**src/pat3d_pkg.sv**
```systemverilog
`default_nettype none

package pat3d_pkg;

    // Field widths
    localparam int COORD_W  = 32;
    localparam int WEIGHT_W = 18;
    localparam int ROW_W    = 3 * WEIGHT_W;
    localparam int PROD_W   = COORD_W + WEIGHT_W;
    localparam int ACC_W    = 54;
    localparam int FRAC_W   = 16;
    localparam int QUOT_W   = ACC_W - FRAC_W;
    localparam int LANES    = 3;
    localparam int IDX_W    = 3;

    // Register indexes
    localparam logic [IDX_W-1:0] REG_COEF_X   = 3'd0;
    localparam logic [IDX_W-1:0] REG_COEF_Y   = 3'd1;
    localparam logic [IDX_W-1:0] REG_COEF_Z   = 3'd2;
    localparam logic [IDX_W-1:0] REG_OFFSET_X = 3'd3;
    localparam logic [IDX_W-1:0] REG_OFFSET_Y = 3'd4;
    localparam logic [IDX_W-1:0] REG_OFFSET_Z = 3'd5;

    // Reset rows: identity matrix
    localparam logic [ROW_W-1:0] COEF_X_RST = 54'h0_0000_0001_0000;
    localparam logic [ROW_W-1:0] COEF_Y_RST = 54'h0_0004_0000_0000;
    localparam logic [ROW_W-1:0] COEF_Z_RST = 54'h10_0000_0000_0000;

    localparam logic signed [ACC_W-1:0] ROUND_HALF = 54'sd32768;

    // Load strobes for the lane pipeline registers
    typedef struct packed {
        logic load_prod;
        logic load_acc;
    } lane_ctl_t;

endpackage

`default_nettype wire

```
**src/pat3d_merge.sv**
```systemverilog
`default_nettype none

module pat3d_merge (
    input  wire                                                   aclk,
    input  wire                                                   aresetn,
    input  wire                                                   in_valid,
    output logic                                                  in_ready,
    input  wire  [pat3d_pkg::LANES-1:0][pat3d_pkg::COORD_W-1:0]   lane_value,
    input  wire  [pat3d_pkg::LANES-1:0]                           lane_sat,
    output logic                                                  m_tvalid,
    input  wire                                                   m_tready,
    output logic [pat3d_pkg::LANES*pat3d_pkg::COORD_W-1:0]        m_tdata,
    output logic                                                  m_tuser
);

    logic                                                  valid_reg;
    logic [pat3d_pkg::LANES*pat3d_pkg::COORD_W-1:0]        data_reg;
    logic                                                  sat_reg;

    // Take a new request when the output slot is empty or being drained
    assign in_ready = !valid_reg || m_tready;

    always_ff @(posedge aclk) begin
        if (!aresetn) begin
            valid_reg <= 1'b0;
        end else if (in_ready) begin
            valid_reg <= in_valid;
        end
    end

    // Pack lanes x, y, z from the low bits up; any clamped lane flags the point
    always_ff @(posedge aclk) begin
        if (in_ready && in_valid) begin
            data_reg <= lane_value;
            sat_reg  <= |lane_sat;
        end
    end

    assign m_tvalid = valid_reg;
    assign m_tdata  = data_reg;
    assign m_tuser  = sat_reg;

endmodule

`default_nettype wire

```
**config.mk**
```make
export PLATFORM = sky130hd
export DESIGN_NAME = pat3d_merge
export DESIGN_NICKNAME = d
export VERILOG_FILES = /design/src/pat3d_pkg.sv /design/src/pat3d_merge.sv
export SDC_FILE = /design/constraint.sdc
export NUM_CORES = 1
export LEC_CHECK = 0
export BUFFER_PORTS_ARGS = -buffer_cell sky130_fd_sc_hd__buf_2
export CAP_MARGIN = 20
export CELL_PAD_IN_SITES_DETAIL_PLACEMENT = 0
export CELL_PAD_IN_SITES_GLOBAL_PLACEMENT = 1
export CORE_MARGIN = 5
export CORE_UTILIZATION = 35
export DETAILED_ROUTE_END_ITERATION = 8
export GPL_TIMING_DRIVEN = 0
export PLACE_DENSITY = 0.87
export SETUP_SLACK_MARGIN = 0.15
export SYNTH_ARGS = -nofsm -noshare
export SYNTH_HDL_FRONTEND = slang
export SYNTH_SLANG_ARGS = --single-unit
```
**constraint.sdc**
```tcl
create_clock -name aclk -period 5.3 [get_ports aclk]
set_input_delay 0.53 -clock aclk [delete_from_list [all_inputs] [get_ports aclk]]
set_output_delay 0.53 -clock aclk [all_outputs]
set_load 0.02 [all_outputs]
```
---- After elaboration in Yosys (flattened, before gate mapping) ----
Index checks and enable logic that the tools add are counted.
word-level totals
  flip-flop bits (word level) ............. 98
  memory bits (read-only) ................. 0
  input bits .............................. 103
  bits in latches ......................... 0
  output and inout bits ................... 99
  memories kept ........................... 0
  RAM bits ................................ 0
  logic and storage cells ................. 7
operators by class
  shifts and indexed selects .............. 0
  div/mod/pow operators ................... 0
  mux-type cells .......................... 0
  eq/ne operators ......................... 0
  bitwise logic cells ..................... 0
  $lt $le $gt $ge ......................... 0
  add/subtract/negate cells ............... 0
  multipliers ............................. 0
  reductions and logical operators ........ 4
operators with widths
  operator            number
  OR reduction 3 bit  1
  logical AND 1 bit   1
  zero test 1 bit     1
  logical OR 1 bit    1

---- Logic depth before layout (Yosys ltp) ----
  word-level depth ........................ 3
  mapped depth ............................ 2
  gate-level depth less buffers ........... 2

---- Worst setup path after synthesis ----
No wires, ideal clock.
  path kind ............................... input port to flip-flop
  start point ............................. input m_tready
  end point ............................... register data_reg (netlist bit m_tdata[0]) (enable)
  data arrival time ....................... 2.952 ns
  slack ................................... 1.881 ns
  required time ........................... 4.833 ns
  path buffers ............................ 0
  setup time .............................. 0.467 ns
  stages .................................. 2
  cells stage by stage .................... nand2b_4 and2_1
between the ends
  longest elaborated chain between the ends .. 2
ends and longest elaborated chain
  item                  line               text
  start, declared       pat3d_merge.sv:11  input wire m_tready,
  logical OR 1 bit      pat3d_merge.sv:21  assign in_ready = !valid_reg || m_tready;
  logical AND 1 bit     pat3d_merge.sv:33  if (in_ready && in_valid) begin
  end signal, assigned  pat3d_merge.sv:34  data_reg <= lane_value;
  end, declared         pat3d_merge.sv:17  logic [pat3d_pkg::LANES*pat3d_pkg::COORD_W-1:0] data_reg;
No other way between the ends.
A chain may end at the register's enable or synchronous reset.

---- Final worst setup path ----
  start point ............................. register valid_reg (netlist: m_tvalid)
  end point ............................... register data_reg (netlist bit m_tdata[69]) (enable)
between the ends
  longest elaborated chain between the ends .. 3
ends and longest elaborated chain
  item                    line               text
  start, declared         pat3d_merge.sv:16  logic valid_reg;
  start signal, assigned  pat3d_merge.sv:27  valid_reg <= in_valid;
  zero test 1 bit         pat3d_merge.sv:21
  logical OR 1 bit        pat3d_merge.sv:21
  logical AND 1 bit       pat3d_merge.sv:33
No other way between the ends.

==> summary.md <==
| Metric | Value |
|---|---|
| Synth area leaders | edfxtp_1, dfxtp_1, nand2b_4, a21boi_0, and2_1 |
| Combinational Power Share | 10.5% |
| Critical Path RT | approximately 5.3 ns |
| PD cells | 352.6 nW/um2 |
| Detail Route Antenna Nets | 0 |
| Mapped Cells | 103 |
| Nature of the critical path startpoint | flip-flop |
| Post-Layout Inst Area | 4322 um2 |
| Vias in the first global route | approximately 1900 |
| Critical path capture point type | flip-flop |
| Initial antenna violation count | 0 |
| Clock share of power | 29.5% |
| Outcome | finished, final reports clean |
| Worst slew margin | 71.83% |
| Core footprint | around 8300 um2 |
| Syn Area/Cell | 28.84 um2 |
| Crit-path max FO | a little under 70 |
| Ports | roughly 200 |
| Final Net Count | roughly 420 |
| Initial DRC count | 46 |
| CTS Hold Bufs | 0 |
| Max_cap viols | 0 |
| Resized cells post-CTS | 0 |
| Fillers | 712 |
| Final core occ | 52.33% |
| #FFs+latches synth | 98 |
| Layout cells sized above 1 | between 60% and 70% |
| Die H | just over 100 um |
| Tot GR Track Use | about 13% |
| Post-CTS setup buffer count | 0 |
| Hold/Removal Path Class | in2reg |
| Clk_lat worst skew | between 0.3 and 0.4 ns |
| Setup violations, final | 0 |
| CTS Buffer Depth | 2 |
| WL final | around 7.0 mm |
| Hold Fails Final Rpt | 0 |
| First drt pass iteration count | 4 |
| Root buf cell | clkbuf_8 |
| Unique masters post-synth | 7 |
| DRC | 0 |
| Placement Setup Slack | between 3 and 4 ns |
| Via count | 1771 |
| Largest net degree at the start of global routing | 69 |
| Worst-path clk slew | 0.09 ns |
| Starting Density | 35.97% |
| Yosys warns | 0 |
| P_leak | between 1.5 and 2 nW |
| Fmax | between 0.6 and 0.7 GHz |
| # rows | 33 |
| GPL Wtd Cong | slightly above 0.7 |
| IO buf count | roughly 200 |
| WS Path Type | reg2reg |
| H-tree depth reported by CTS | 3 |
| Vias per inst | roughly 4.2 |
| Clock sink total | between 90 and 100 |
| RSZ-0062 raised after global routing | false |
| Register share of total power | between 60% and 70% |
| DIE AREA | between 10000 and 15000 um2 |
| Yosys top cell area share | 98.06% |
| First-pass GRT wire length | between 9 and 10 mm |
| Ant. Diodes | 0 |
| Largest area contributor in the netlist | edfxtp_1 |
| Synthesized net count | 206 |
| Switching power total | between 0.3 and 0.4 mW |
| CP Data Arrival Time | 1.57 ns |
| Final min period | 1.560 ns |
| Crit share post-route | between 20% and 30% |
| WL/cell | ~16 um |
| Sum of negative setup slack | 0 ns |
| Cts bufs inserted | 9 |
| Synthesized area | between 2000 and 3000 um2 |
| Sw frac | between 20% and 30% |
| Gr ovfl total | 0 |
| Worst Tran Pin Value | between 0.4 and 0.5 ns |
| Clk_skew | 0.008937 ns |
| Peak VDD IR | between 200 and 250 uV |
| Slew Limit Fails | 0 |
| Setup ws final | around 3.7 ns |
| CTS tree | done |
| Die Wd | roughly 100 um |
| P_int | approximately 1.2 mW |
| Dpl cell area | about 4100 um2 |
| Register area share after synthesis | between 90% and 100% |
| Tot Pwr | between 1.5 and 2 mW |
| Layout area overhead | 45.49% |
layout by cell type (no fill, tap or decap), drive strengths merged:
cell type	instances
nand2b	1
edfxtp	97
inv	1
clkbuf	10
buf	202
bufinv	1
clkinvlp	3
dfxtp	1
and2	1
a21boi	1
clkinv	1
or3	1
cell type report:
| class | count | area [um2] | area share, % |
|---|---|---|---|
| clock buffer | 10 | 127.6 | 2.953 |
| clock inverter | 5 | 56.30 | 1.303 |
| inverter | 1 | 3.754 | 0.08686 |
| multi-input combinational | 4 | 36.28 | 0.8396 |
| sequential | 98 | 2933 | 67.86 |
| tap | 105 | 131.4 | 3.040 |
| timing repair buffer | 202 | 1033 | 23.91 |
per-stage QoR:
step / hold slack, ns / cells
after floorplan: 0.6289 / 103
after global placement: 0.5059 / 409
after detailed placement: 0.5336 / 410
after CTS: 0.3246 / 425
after global routing: 0.3216 / 425
final: 0.3555 / 425
registers in the layout, summed over array words and instances (netlist names):
register	count
m_tvalid	1
m_tuser	1
m_tdata	96
layer usage:
metal / share of wire [%] / global-route usage (%) / vias up
li1: - / - / 836
met1: 35 / 13.67 / 816
met2: 51 / 21.59 / 112
met3: 13 / 5.324 / 7
met4: 1.4 / 5.449 / 0
met5: 0 / 0 / -
power groups by stage:
| stage | registers, mW | clock network (mW) | logic [mW] |
|---|---|---|---|
| 2_1_floorplan | 0.996 | 0 | 0.0151 |
| 3_3_place_gp | 0.937 | 0 | 0.156 |
| 3_5_place_dp | 0.934 | 0 | 0.163 |
| 4_1_cts | 0.916 | 0.471 | 0.163 |
| 5_1_grt | 0.919 | 0.504 | 0.171 |
| 6_report | 0.915 | 0.449 | 0.160 |
kinds of logic after synthesis:
logic type	synth area share, %
AND/OR/NAND/NOR	0.8847
flip-flops	98.74
AO/OA/AOI/OAI	0.2528
buffers and inverters	0.1262
critical path, cell delays in order, from the launching register on:
cell and delay [ns]:
dfxtp_1 0.34, nand2b_4 0.08, and2_4 0.41, buf_16 0.33
final timing paths:
| check | from | endpoint | slack (ns) | cells past startpoint |
|---|---|---|---|---|
| hold reg to reg | m_tvalid | m_tvalid | 0.54 | 2 |
| setup reg to reg | m_tvalid | m_tdata[69] | 3.74 | 3 |
| hold / removal | lane_value[13] | m_tdata[13] | 0.36 | 1 |
| setup / recovery | m_tvalid | m_tdata[69] | 3.74 | 3 |
Yosys cell counts:
| cell | instances |
|---|---|
| a21boi_0 | 1 |
| and2_1 | 1 |
| dfxtp_1 | 1 |
| edfxtp_1 | 97 |
| inv_1 | 1 |
| nand2b_4 | 1 |
| or3_1 | 1 |
Power figures use the tool's default switching activity.
